## src/design/ifel_pkg.sv

```systemverilog
// Shared types, constants and command codes of the input frame edge latch.
`default_nettype none

package ifel_pkg;

  // Control table geometry and accumulator width.
  localparam int NUM_CONTROLS = 64;
  localparam int CTRL_AW      = $clog2(NUM_CONTROLS);
  localparam int ACC_WIDTH    = 24;

  // Fixed field widths.
  localparam int MASK_W   = 64;
  localparam int THR_W    = 15;
  localparam int STEP_W   = 24;
  localparam int CFG_IDX_W = 1;
  localparam int CFG_DATA_W = 64;

  // Command codes.
  localparam logic [2:0] CMD_BUTTON = 3'd0;
  localparam logic [2:0] CMD_ANALOG = 3'd1;
  localparam logic [2:0] CMD_MOTION = 3'd2;
  localparam logic [2:0] CMD_WHEEL  = 3'd3;
  localparam logic [2:0] CMD_STEP   = 3'd4;
  localparam logic [2:0] CMD_RESET  = 3'd5;
  localparam logic [2:0] CMD_CLEAR  = 3'd6;
  localparam logic [2:0] CMD_QUERY  = 3'd7;

  // Configuration register indexes.
  localparam logic [CFG_IDX_W-1:0] REG_ANALOG_MASK      = 1'd0;
  localparam logic [CFG_IDX_W-1:0] REG_ACTIVE_THRESHOLD = 1'd1;

  localparam logic [THR_W-1:0] THRESHOLD_RESET = 15'd16383;

  localparam logic signed [15:0] LEVEL_MAX = 16'sd32767;
  localparam logic signed [15:0] LEVEL_MIN = -16'sd32767;

  typedef logic signed [ACC_WIDTH-1:0] acc_t;
  typedef logic signed [STEP_W-1:0]    step_t;

  typedef struct packed {
    logic [2:0]         command;
    logic [5:0]         control_index;
    logic               button_down;
    logic signed [15:0] analog_value;
    logic signed [15:0] pos_x;
    logic signed [15:0] pos_y;
    logic signed [15:0] delta_x;
    logic signed [15:0] delta_y;
    logic signed [15:0] wheel_delta;
  } in_t;

  typedef struct packed {
    logic               held;
    logic               pressed;
    logic               released;
    logic               stays_down;
    logic signed [15:0] control_level;
    logic signed [15:0] mouse_x;
    logic signed [15:0] mouse_y;
    step_t              step_dx;
    step_t              step_dy;
    step_t              step_wheel;
  } out_t;

  // Per-control flags as stored in the table, down in the low bit.
  typedef struct packed {
    logic was;
    logic still;
    logic released;
    logic pressed;
    logic held;
    logic redge;
    logic pedge;
    logic down;
  } flags_t;

  typedef struct packed {
    flags_t             flags;
    logic signed [15:0] value;
  } ent_t;

  // Control part of a result, handed from the table engine to the top level.
  typedef struct packed {
    logic               valid;
    logic               held;
    logic               pressed;
    logic               released;
    logic               stays_down;
    logic signed [15:0] level;
  } tbl_res_t;

  // Mouse registers as seen by the result.
  typedef struct packed {
    logic signed [15:0] mouse_x;
    logic signed [15:0] mouse_y;
    step_t              step_dx;
    step_t              step_dy;
    step_t              step_wheel;
  } motion_t;

endpackage

`default_nettype wire

```

## src/design/ifel_ram.sv

```systemverilog
// Generic simple dual-port RAM with one write port and a registered read port.
`default_nettype none

module ifel_ram #(
  parameter int WIDTH = 8,
  parameter int DEPTH = 64
) (
  input  wire logic                     clk,
  input  wire logic                     we,
  input  wire logic [$clog2(DEPTH)-1:0] waddr,
  input  wire logic [WIDTH-1:0]         wdata,
  input  wire logic [$clog2(DEPTH)-1:0] raddr,
  output logic      [WIDTH-1:0]         rdata
);

  logic [WIDTH-1:0] mem [DEPTH];

  always_ff @(posedge clk) begin
    if (we) begin
      mem[waddr] <= wdata;
    end
    rdata <= mem[raddr];
  end

endmodule

`default_nettype wire

```

## src/design/ifel_motion.sv

```systemverilog
// Mouse position registers and saturating motion and wheel accumulators.
`default_nettype none

module ifel_motion (
  input  wire logic            clk,
  input  wire logic            rst_n,
  input  wire logic            accept,
  input  wire ifel_pkg::in_t   in_item,
  output ifel_pkg::motion_t    motion
);

  logic signed [15:0] last_x_r, last_x_nxt;
  logic signed [15:0] last_y_r, last_y_nxt;
  ifel_pkg::acc_t     pend_r [3];
  ifel_pkg::acc_t     pend_nxt [3];
  ifel_pkg::acc_t     lat_r [3];
  ifel_pkg::acc_t     lat_nxt [3];

  // Adds a 16-bit delta and clamps the sum to the accumulator range.
  function automatic ifel_pkg::acc_t sat_add(ifel_pkg::acc_t a, logic signed [15:0] d);
    logic signed [ifel_pkg::ACC_WIDTH:0] s;
    ifel_pkg::acc_t r;
    s = (ifel_pkg::ACC_WIDTH+1)'(a) + (ifel_pkg::ACC_WIDTH+1)'(d);
    if (s[ifel_pkg::ACC_WIDTH] != s[ifel_pkg::ACC_WIDTH-1]) begin
      if (s[ifel_pkg::ACC_WIDTH]) begin
        r = {1'b1, {(ifel_pkg::ACC_WIDTH-1){1'b0}}};
      end else begin
        r = {1'b0, {(ifel_pkg::ACC_WIDTH-1){1'b1}}};
      end
    end else begin
      r = s[ifel_pkg::ACC_WIDTH-1:0];
    end
    return r;
  endfunction

  always_comb begin
    last_x_nxt = last_x_r;
    last_y_nxt = last_y_r;
    for (int k = 0; k < 3; k++) begin
      pend_nxt[k] = pend_r[k];
      lat_nxt[k]  = lat_r[k];
    end
    if (accept) begin
      case (in_item.command)
        ifel_pkg::CMD_MOTION: begin
          last_x_nxt  = in_item.pos_x;
          last_y_nxt  = in_item.pos_y;
          pend_nxt[0] = sat_add(pend_r[0], in_item.delta_x);
          pend_nxt[1] = sat_add(pend_r[1], in_item.delta_y);
        end
        ifel_pkg::CMD_WHEEL: begin
          pend_nxt[2] = sat_add(pend_r[2], in_item.wheel_delta);
        end
        ifel_pkg::CMD_STEP: begin
          for (int k = 0; k < 3; k++) begin
            lat_nxt[k]  = pend_r[k];
            pend_nxt[k] = '0;
          end
        end
        ifel_pkg::CMD_RESET: begin
          for (int k = 0; k < 3; k++) begin
            pend_nxt[k] = '0;
          end
        end
        ifel_pkg::CMD_CLEAR: begin
          for (int k = 0; k < 3; k++) begin
            pend_nxt[k] = '0;
            lat_nxt[k]  = '0;
          end
        end
        default: begin
        end
      endcase
    end
  end

  always_ff @(posedge clk) begin
    if (!rst_n) begin
      last_x_r <= '0;
      last_y_r <= '0;
      for (int k = 0; k < 3; k++) begin
        pend_r[k] <= '0;
        lat_r[k]  <= '0;
      end
    end else begin
      last_x_r <= last_x_nxt;
      last_y_r <= last_y_nxt;
      for (int k = 0; k < 3; k++) begin
        pend_r[k] <= pend_nxt[k];
        lat_r[k]  <= lat_nxt[k];
      end
    end
  end

  assign motion.mouse_x    = last_x_r;
  assign motion.mouse_y    = last_y_r;
  assign motion.step_dx    = ifel_pkg::STEP_W'(lat_r[0]);
  assign motion.step_dy    = ifel_pkg::STEP_W'(lat_r[1]);
  assign motion.step_wheel = ifel_pkg::STEP_W'(lat_r[2]);

endmodule

`default_nettype wire

```

## src/design/ifel_table.sv

```systemverilog
// Control table engine: read-modify-write of single entries and whole-table sweeps.
`default_nettype none

module ifel_table (
  input  wire logic                         clk,
  input  wire logic                         rst_n,
  input  wire logic                         start,
  input  wire ifel_pkg::in_t                in_item,
  input  wire logic [ifel_pkg::MASK_W-1:0]  analog_mask,
  input  wire logic [ifel_pkg::THR_W-1:0]   active_threshold,
  output logic                              busy,
  output ifel_pkg::tbl_res_t                res
);

  typedef enum logic [5:0] {
    S_INIT  = 6'b000001,
    S_IDLE  = 6'b000010,
    S_SWEEP = 6'b000100,
    S_FLUSH = 6'b001000,
    S_FETCH = 6'b010000,
    S_MOD   = 6'b100000
  } tbl_state_t;

  localparam int AW = ifel_pkg::CTRL_AW;
  localparam logic [AW-1:0] LAST_ADDR = AW'(ifel_pkg::NUM_CONTROLS - 1);

  tbl_state_t         state_r, state_nxt;
  logic [AW-1:0]      cnt_r, cnt_nxt;
  logic               wr_pend_r, wr_pend_nxt;
  logic [AW-1:0]      wr_addr_r, wr_addr_nxt;
  logic [2:0]         cmd_r, cmd_nxt;
  logic [5:0]         idx_r, idx_nxt;
  logic               down_r, down_nxt;
  logic signed [15:0] val_r, val_nxt;

  logic               accept;
  logic               ram_we;
  logic [AW-1:0]      ram_waddr;
  ifel_pkg::ent_t     ram_wdata;
  logic [AW-1:0]      ram_raddr;
  ifel_pkg::ent_t     ram_rdata;
  logic [$bits(ifel_pkg::ent_t)-1:0] ram_rbits;

  logic               idx_inrange;
  logic [AW-1:0]      idx_addr;
  ifel_pkg::ent_t     mod_ent;

  function automatic logic is_analog(logic [ifel_pkg::MASK_W-1:0] mask, logic [AW-1:0] a);
    logic [ifel_pkg::MASK_W-1:0] sh;
    sh = mask >> a;
    return (32'(a) < ifel_pkg::MASK_W) && sh[0];
  endfunction

  // New state of one entry under a table-wide command.
  function automatic ifel_pkg::ent_t sweep_entry(ifel_pkg::ent_t e, logic [2:0] cmd,
                                                 logic analog, logic [ifel_pkg::THR_W-1:0] thr);
    ifel_pkg::ent_t r;
    logic           active;
    r      = e;
    active = e.value > $signed({1'b0, thr});
    case (cmd)
      ifel_pkg::CMD_STEP: begin
        if (analog) begin
          r.flags          = '0;
          r.flags.down     = e.flags.down;
          r.flags.held     = active;
          r.flags.still    = active;
          r.flags.was      = active;
          r.flags.pressed  = active && !e.flags.was;
          r.flags.released = !active && e.flags.was;
        end else begin
          r.flags.pedge    = 1'b0;
          r.flags.redge    = 1'b0;
          r.flags.pressed  = e.flags.pedge;
          r.flags.released = e.flags.redge;
          r.flags.held     = e.flags.down || e.flags.pedge;
          r.flags.still    = e.flags.down;
        end
      end
      ifel_pkg::CMD_RESET: begin
        r.flags.redge = e.flags.redge || e.flags.down;
        r.flags.down  = 1'b0;
        r.value       = '0;
      end
      ifel_pkg::CMD_CLEAR: begin
        r.flags       = '0;
        r.flags.down  = e.flags.down;
        r.flags.was   = e.flags.was;
        r.flags.held  = e.flags.down;
        r.flags.still = e.flags.down;
      end
      default: begin
      end
    endcase
    return r;
  endfunction

  assign accept      = start && (state_r == S_IDLE);
  assign busy        = (state_r != S_IDLE);
  assign idx_inrange = 32'(idx_r) < ifel_pkg::NUM_CONTROLS;
  assign idx_addr    = AW'(idx_r);
  assign ram_rdata   = ifel_pkg::ent_t'(ram_rbits);

  ifel_ram #(
    .WIDTH ($bits(ifel_pkg::ent_t)),
    .DEPTH (ifel_pkg::NUM_CONTROLS)
  ) u_ram (
    .clk   (clk),
    .we    (ram_we),
    .waddr (ram_waddr),
    .wdata (ram_wdata),
    .raddr (ram_raddr),
    .rdata (ram_rbits)
  );

  // Single-entry update for button and analog events.
  always_comb begin
    mod_ent = ram_rdata;
    if (cmd_r == ifel_pkg::CMD_BUTTON) begin
      if (down_r && !ram_rdata.flags.down) begin
        mod_ent.flags.pedge = 1'b1;
      end
      if (!down_r && ram_rdata.flags.down) begin
        mod_ent.flags.redge = 1'b1;
      end
      mod_ent.flags.down = down_r;
    end else if (cmd_r == ifel_pkg::CMD_ANALOG) begin
      mod_ent.value = val_r;
    end
  end

  always_comb begin
    state_nxt   = state_r;
    cnt_nxt     = cnt_r;
    wr_pend_nxt = 1'b0;
    wr_addr_nxt = wr_addr_r;
    cmd_nxt     = cmd_r;
    idx_nxt     = idx_r;
    down_nxt    = down_r;
    val_nxt     = val_r;
    ram_we      = 1'b0;
    ram_waddr   = wr_addr_r;
    ram_wdata   = sweep_entry(ram_rdata, cmd_r, is_analog(analog_mask, wr_addr_r),
                              active_threshold);
    ram_raddr   = AW'(in_item.control_index);
    res         = '0;

    case (state_r)
      S_INIT: begin
        ram_we    = 1'b1;
        ram_waddr = cnt_r;
        ram_wdata = '0;
        if (cnt_r == LAST_ADDR) begin
          cnt_nxt   = '0;
          state_nxt = S_IDLE;
        end else begin
          cnt_nxt = cnt_r + 1'b1;
        end
      end
      S_IDLE: begin
        if (accept) begin
          cmd_nxt  = in_item.command;
          idx_nxt  = in_item.control_index;
          down_nxt = in_item.button_down;
          val_nxt  = (in_item.analog_value < ifel_pkg::LEVEL_MIN) ?
                     ifel_pkg::LEVEL_MIN : in_item.analog_value;
          if (in_item.command inside {ifel_pkg::CMD_STEP, ifel_pkg::CMD_RESET,
                                      ifel_pkg::CMD_CLEAR}) begin
            cnt_nxt   = '0;
            state_nxt = S_SWEEP;
          end else begin
            state_nxt = S_MOD;
          end
        end
      end
      S_SWEEP: begin
        // Read one entry a cycle; the entry read last cycle is written back now.
        ram_raddr   = cnt_r;
        ram_we      = wr_pend_r;
        wr_pend_nxt = 1'b1;
        wr_addr_nxt = cnt_r;
        if (cnt_r == LAST_ADDR) begin
          cnt_nxt   = '0;
          state_nxt = S_FLUSH;
        end else begin
          cnt_nxt = cnt_r + 1'b1;
        end
      end
      S_FLUSH: begin
        ram_raddr = idx_addr;
        ram_we    = wr_pend_r;
        state_nxt = S_FETCH;
      end
      S_FETCH: begin
        ram_raddr = idx_addr;
        state_nxt = S_MOD;
      end
      S_MOD: begin
        ram_waddr = idx_addr;
        ram_wdata = mod_ent;
        ram_we    = idx_inrange &&
                    ((cmd_r == ifel_pkg::CMD_BUTTON) || (cmd_r == ifel_pkg::CMD_ANALOG));
        res.valid = 1'b1;
        if (idx_inrange) begin
          res.held       = mod_ent.flags.held;
          res.pressed    = mod_ent.flags.pressed;
          res.released   = mod_ent.flags.released;
          res.stays_down = mod_ent.flags.still;
          if (is_analog(analog_mask, idx_addr)) begin
            res.level = mod_ent.value;
          end else begin
            res.level = mod_ent.flags.held ? ifel_pkg::LEVEL_MAX : '0;
          end
        end
        state_nxt = S_IDLE;
      end
      default: begin
        state_nxt = S_IDLE;
      end
    endcase
  end

  always_ff @(posedge clk) begin
    if (!rst_n) begin
      state_r   <= S_INIT;
      cnt_r     <= '0;
      wr_pend_r <= 1'b0;
    end else begin
      state_r   <= state_nxt;
      cnt_r     <= cnt_nxt;
      wr_pend_r <= wr_pend_nxt;
    end
  end

  always_ff @(posedge clk) begin
    wr_addr_r <= wr_addr_nxt;
    cmd_r     <= cmd_nxt;
    idx_r     <= idx_nxt;
    down_r    <= down_nxt;
    val_r     <= val_nxt;
  end

  // The table is never written while waiting for a command.
  a_no_write_idle: assert property (@(posedge clk) disable iff (!rst_n)
    (state_r == S_IDLE) |-> !ram_we)
    else $error("table written while idle");

  // The flush cycle writes back exactly the last entry of the sweep.
  a_flush_last: assert property (@(posedge clk) disable iff (!rst_n)
    (state_r == S_FLUSH) |-> (wr_pend_r && (wr_addr_r == LAST_ADDR)))
    else $error("sweep flush does not complete the last entry");

  // Every sweep cycle after the first has a pending write-back.
  a_sweep_pipe: assert property (@(posedge clk) disable iff (!rst_n)
    ((state_r == S_SWEEP) && (cnt_r != '0)) |-> wr_pend_r)
    else $error("sweep lost a write-back");

  // A result is produced only in the cycle after the entry was read.
  a_res_after_read: assert property (@(posedge clk) disable iff (!rst_n)
    res.valid |-> ($past(state_r == S_IDLE) || $past(state_r == S_FETCH)))
    else $error("result without a preceding table read");

endmodule

`default_nettype wire

```

## src/design/input_frame_edge_latch_core.sv

```systemverilog
// Top level of the input frame edge latch: ports, configuration registers, result register.
//
// Usage. A command beat is taken on in_item at a rising edge where start is high
// and busy is low. Button and analog events update one entry of the control table,
// motion and wheel events feed saturating accumulators, and step, reset and
// clear-edges act on every control. Every command beat answers with exactly one
// result beat on out_item, marked by out_valid for a single cycle; the result holds
// the flags and level of the addressed control and the mouse registers, all as
// they stand after the command has taken effect. The receiver cannot stall: a
// result is gone after its one cycle.
// Command flow. Button, analog, motion, wheel and query commands read the table entry in the
// accept cycle; in the next one the result is formed and registered onto out_item, and button
// and analog commands write the entry back. busy stays high through that cycle, so a new
// command is taken only after it. Step, reset and clear-edges walk the table through its read
// and write ports at one entry per cycle, then flush the last write-back and fetch the entry.
// Reset. After rst_n is released the table is cleared by one pass over all NUM_CONTROLS
// entries, during which busy stays high. Configuration beats on the cfg_ channel are
// always taken, also during that pass, and apply to the following commands; the sender
// must write them only while no command is in flight, which the block does not enforce.
`default_nettype none

module input_frame_edge_latch_core (
  input  wire logic                              clk,
  input  wire logic                              rst_n,
  input  wire logic                              start,
  output logic                                   busy,
  input  wire ifel_pkg::in_t                     in_item,
  output logic                                   out_valid,
  output ifel_pkg::out_t                         out_item,
  input  wire logic                              cfg_valid,
  output logic                                   cfg_ready,
  input  wire logic [ifel_pkg::CFG_IDX_W-1:0]    cfg_index,
  input  wire logic [ifel_pkg::CFG_DATA_W-1:0]   cfg_data
);

  logic [ifel_pkg::MASK_W-1:0] analog_mask_r, analog_mask_nxt;
  logic [ifel_pkg::THR_W-1:0]  threshold_r, threshold_nxt;
  logic                        out_valid_r, out_valid_nxt;
  ifel_pkg::out_t              out_r, out_nxt;

  logic                        accept;
  ifel_pkg::tbl_res_t          tbl_res;
  ifel_pkg::motion_t           motion;

  // The configuration beat is accepted unconditionally.
  assign cfg_ready = 1'b1;

  // A command beat is taken only when the table engine is waiting.
  assign accept = start && !busy;

  ifel_table u_table (
    .clk              (clk),
    .rst_n            (rst_n),
    .start            (start),
    .in_item          (in_item),
    .analog_mask      (analog_mask_r),
    .active_threshold (threshold_r),
    .busy             (busy),
    .res              (tbl_res)
  );

  // Mouse registers update in the accept cycle, before the result is formed.
  ifel_motion u_motion (
    .clk     (clk),
    .rst_n   (rst_n),
    .accept  (accept),
    .in_item (in_item),
    .motion  (motion)
  );

  always_comb begin
    analog_mask_nxt = analog_mask_r;
    threshold_nxt   = threshold_r;
    if (cfg_valid && cfg_ready) begin
      case (cfg_index)
        ifel_pkg::REG_ANALOG_MASK: begin
          analog_mask_nxt = cfg_data[ifel_pkg::MASK_W-1:0];
        end
        ifel_pkg::REG_ACTIVE_THRESHOLD: begin
          threshold_nxt = cfg_data[ifel_pkg::THR_W-1:0];
        end
        default: begin
        end
      endcase
    end
  end

  // The result register joins the control part from the table with the mouse part.
  always_comb begin
    out_valid_nxt = tbl_res.valid;
    out_nxt       = out_r;
    if (tbl_res.valid) begin
      out_nxt.held          = tbl_res.held;
      out_nxt.pressed       = tbl_res.pressed;
      out_nxt.released      = tbl_res.released;
      out_nxt.stays_down    = tbl_res.stays_down;
      out_nxt.control_level = tbl_res.level;
      out_nxt.mouse_x       = motion.mouse_x;
      out_nxt.mouse_y       = motion.mouse_y;
      out_nxt.step_dx       = motion.step_dx;
      out_nxt.step_dy       = motion.step_dy;
      out_nxt.step_wheel    = motion.step_wheel;
    end
  end

  always_ff @(posedge clk) begin
    if (!rst_n) begin
      analog_mask_r <= '0;
      threshold_r   <= ifel_pkg::THRESHOLD_RESET;
      out_valid_r   <= 1'b0;
    end else begin
      analog_mask_r <= analog_mask_nxt;
      threshold_r   <= threshold_nxt;
      out_valid_r   <= out_valid_nxt;
    end
  end

  always_ff @(posedge clk) begin
    out_r <= out_nxt;
  end

  assign out_valid = out_valid_r;
  assign out_item  = out_r;

endmodule

`default_nettype wire

```

## config.mk

```make
export PLATFORM = sky130hd
export DESIGN_NAME = input_frame_edge_latch_core
export DESIGN_NICKNAME = d
export VERILOG_FILES = /design/src/design/ifel_pkg.sv /design/src/design/ifel_ram.sv /design/src/design/ifel_motion.sv /design/src/design/ifel_table.sv /design/src/design/input_frame_edge_latch_core.sv
export SDC_FILE = /design/constraint.sdc
export NUM_CORES = 2
export LEC_CHECK = 0
export BUFFER_PORTS_ARGS = -buffer_cell sky130_fd_sc_hd__buf_2
export CAP_MARGIN = 20
export CELL_PAD_IN_SITES_DETAIL_PLACEMENT = 0
export CELL_PAD_IN_SITES_GLOBAL_PLACEMENT = 1
export CORE_ASPECT_RATIO = 0.5
export CORE_UTILIZATION = 51
export DETAILED_ROUTE_END_ITERATION = 8
export MAX_ROUTING_LAYER = met4
export PLACE_DENSITY_LB_ADDON = 0.1
export SETUP_SLACK_MARGIN = 0.02
export SKIP_LAST_GASP = 1
export SYNTH_ARGS = -nofsm -noshare
export SYNTH_HDL_FRONTEND = slang
export SYNTH_HIERARCHICAL = 1
export SYNTH_SLANG_ARGS = --single-unit
```

## constraint.sdc

```tcl
create_clock -name clk -period 15.2 [get_ports clk]
set_clock_uncertainty 0.05 [all_clocks]
set_input_delay 0.76 -clock clk [delete_from_list [all_inputs] [get_ports clk]]
set_output_delay 0.76 -clock clk [all_outputs]
set_load 0.005 [all_outputs]
```

==> impl_results.md <==
* Status: finished, final reports clean
* Global routing usage on met2 at 40.3%
* Share of the synthesized area in the top cell type at 63.0%
* Unrepaired setup endpoints after global routing: false
* # H-tree levels at 4
* Die span in y at 283 µm
* Most Crowded Layer GR: met2
* Synth area leader: edfxtp_1
* Synth warn at 6
* Reg2reg setup slack at 8.87 ns
* Routed vias/inst at 6.20
* Hold crit path type: in -> reg
* CP Capture Type: register
* Leak at 0.0305 µW
* Simple-gate share of the synthesized area at 5.62%
* Slew Viols, Final at 0
* Nets at 5402
* Drt pass-1 iters at 5
* Area contributors post-synth: edfxtp_1 (63%), mux4_2 (11%), dfxtp_1 (7.3%)
* Worst setup SP type: register
* Core area at 156000 µm²
* Area taken by multi-input logic gates at 22800 µm²
* Synth async-reset ratio at 0%
* Drc violations at 0
* Routed Antenna Nets at 0
* CTS tree: built
* Total track usage at 27.4%
* Area delta synth->final at 12.0%
* CP max stage delay at 0.73 ns
* Reg2Reg Capture Point: u_table/u_ram/rdata[20]
* Crit path to: u_table/u_ram/rdata[20]
* Mapped Nets at 5091
* Setup violators final at 0
* Hpwl dp at 129000 µm
* Post-synth EDFFs at 1692
* Fillcell total at 11800
* Period utilization at 41.6%
* Row count at 102
* Crit path launch: u_table/state_r[3]
* Die ar. at 160000 µm²
* Clock Latency Late Sink at 0.82 ns
* Dpl cells at 7025
* R2R depth at 14
* Compound-gate portion of the synthesized area at 6.21%
* Vias at 45600
* Worst rel slew slack at 20.2%
* DIE WIDTH at 565 µm
* Max IR drop VDD at 0.000118 V
* Worst path slowest cell: buf_4
* FF+latch area at 56700 µm²
* Post-route cell area at 90400 µm²
* DRT iter0 DRCs at 5085
* Hold_buf cts at 0
* CTS max path bufs at 4
* Arrival time worst endpoint at 6.99 ns
* Seq/Total Area, Yosys at 70.2%
* Reg-to-Reg Start: u_table/state_r[3]
* CTS Root Cell: clkbuf_16
* Initial antenna violation count at 10
* Cell Area, Synth at 80700 µm²
* Xor-xnor portion of the synthesized cell area at 0.695%
* # Post-CTS Setup Buffers at 0
* Top FF cell, synth: edfxtp_1
* CP Cell Sequence: nor2_1, nand3_1, inv_1, nor2_1, nand2_1, nand2_4, buf_4, buf_4, buf_4, mux4_2, a221o_1, a21oi_1, a21oi_1, and3_1
* Port buffer count at 300
* Resize count post-CTS at 0
* Layout cell share with drive strength beyond 1 at 23.6%
* Setup TNS at 0 ns
* Crit path max fanout at 43
* Synth Instances at 4823
* Total grt overflow at 0
* Avg Cell Area, Syn at 16.7 µm²
* CP required at 15.86 ns
* Power Dens Cells at 129 nW/µm²
* Met1 GRT Util at 38.2%
* Cell variety after synth at 89
* Final cell count without fillers at 7357
* #FFs+latches synth at 1985
* Proportion of synthesized area in mux cells at 13.7%
* IO Count at 302
* Most used cell, CP: buf_4
* GR Layer Usage met3 at 6.98%
* Routed length per instance at 28.9 µm
* Total wire length at 212000 µm
* Sink Count at 1985
* Vias in the first global route at 45000
* Worst-path clk slew at 0.07 ns
* Worst hold margin at 0.117 ns
* Largest family of logic cells by synthesized area: multiplexers
* Gpl congestion at 0.896
* Placed instance area at 84700 µm²
* Crit Path Category: reg -> reg
* Worst Max-Slew Pin Slew at 1.19 ns
* Initial Util at 51.7%
* Tmin final at 6.33 ns
* Synth Area in Adders at 1.47%
* Fmax at 0.158 GHz
* Final hold vios at 0
* MaxCap Viol Count at 0
* First-pass GRT wire length at 308000 µm
* Number of buffers created by CTS at 178
* Largest net degree at the start of global routing at 103
-- cell families (layout without fill, tap and decap cells) --
logic type	count (synthesis)	count (layout)
flip-flops	1985	1985
AND/OR/NAND/NOR	971	971
AO/OA/AOI/OAI	759	759
multiplexers	615	615
buffers and inverters	335	783
adder cells (fa/ha/maj)	93	93
XOR/XNOR	64	64
other	1	7
-- placed cells by master, fill, tap and decap left out, drive strengths merged, types with 10 or more instances in the layout --
master and n:
inv 58, nor3 16, buf 413, xnor2 38, nand4 10, clkbuf 228
mux2 61, nor3b 74, dfxtp 293, nor2 232, o211ai 30, o21ai 119
mux4 386, and3 34, clkinv 68, a211oi 25, nand3 54, edfxtp 1692
a22o 17, bufinv 13, ha 90, a21o 31, nor4 11, mux2i 168
nor2b 31, xor2 26, nand2b 13, or3 17, nand2 422, a22oi 45
o21a 25, o22ai 60, and2 22, nand3b 10, a221oi 64, a21oi 229
a31oi 42
-- power by group --
group / internal [µW] / switching (µW)
registers: 6180 / 69.4
logic: 294 / 683
clock network: 2450 / 1960
total: 8920 / 2720
-- sequential cells by signal, summed over array words and instances, names as in the netlist --
register	flops
out_valid	1
u_motion/lat_r	72
u_motion/last_x_r	16
analog_mask_r	64
u_table/cnt_r	6
u_motion/pend_r	72
u_table/wr_addr_r	6
u_table/val_r	16
u_table/wr_pend_r	1
u_table/idx_addr	6
out_item	124
u_table/cmd_r	3
u_motion/last_y_r	16
u_table/state_r	6
u_table/down_r	1
threshold_r	15
u_table/u_ram/rdata	24
u_table/u_ram/mem	1536
-- cell usage after synthesis (26+ instances only) --
cell      instances
o22ai_1          60
dfxtp_1         293
o21ai_0         109
buf_4            33
mux2i_1         168
a22oi_1          45
o211ai_1         29
and3_1           33
clkbuf_1        150
buf_2            61
nor2_1          232
a31oi_1          42
xor2_1           26
nand2_1         422
a21o_1           31
mux2_2           61
a221oi_1         54
mux4_2          386
xnor2_1          38
ha_1             90
nand3_1          54
inv_1            51
a21oi_1         229
edfxtp_1       1692
nor3b_1          74
nor2b_1          30
-- critical path, delay by kind of cell (launching register included) --
family          cells  cell delay [ns]
simple gates        6             1.94
compound gates      3             0.66
flops               1             0.49
mux                 1             0.59
buf+inv             4             2.35
-- routing by layer --
| layer | vias up | wire length [µm] |
|---|---|---|
| met5 | - | 0 |
| met4 | 0 | 5520 |
| met3 | 298 | 20700 |
| met2 | 1808 | 96500 |
| met1 | 23800 | 89700 |
| li1 | 19700 | - |
-- worst min-delay path by stage --
stage / startpoint / end / slack, ns / depth (start not counted)
final: in_item[81] / u_table/val_r[1] / 0.12 / 1
after global routing: in_item[84] / u_table/val_r[4] / 0.09 / 1
after CTS: in_item[81] / u_table/val_r[1] / 0.07 / 1
after detailed placement: u_motion/last_y_r[14] / out_item[86] / 0.36 / 0
after global placement: u_motion/last_x_r[4] / out_item[92] / 0.36 / 0
after floorplan: u_motion/last_x_r[12] / out_item[100] / 0.36 / 0
-- metrics by stage --
stage | worst slack, ns | utilization, % | power (µW)
after floorplan | 7.04 | - | 6900
after global placement | 8.95 | 54.3 | 7300
after detailed placement | 8.83 | 54.3 | 7330
after CTS | 8.82 | 57.9 | 11700
after global routing | 8.33 | 58.0 | 12000
final | 8.87 | 58.0 | 11600
-- layout make-up --
cell class	count	area share, %
diodes	6	0.0166
clock inverters	89	0.851
repair buffers	413	2.79
multi-input cells	2503	25.3
clock buffers	228	5.30
well taps	2080	2.88
flip-flops and latches	1985	62.7
inverters	53	0.231
Note: power is estimated with default switching activity, not from simulation.
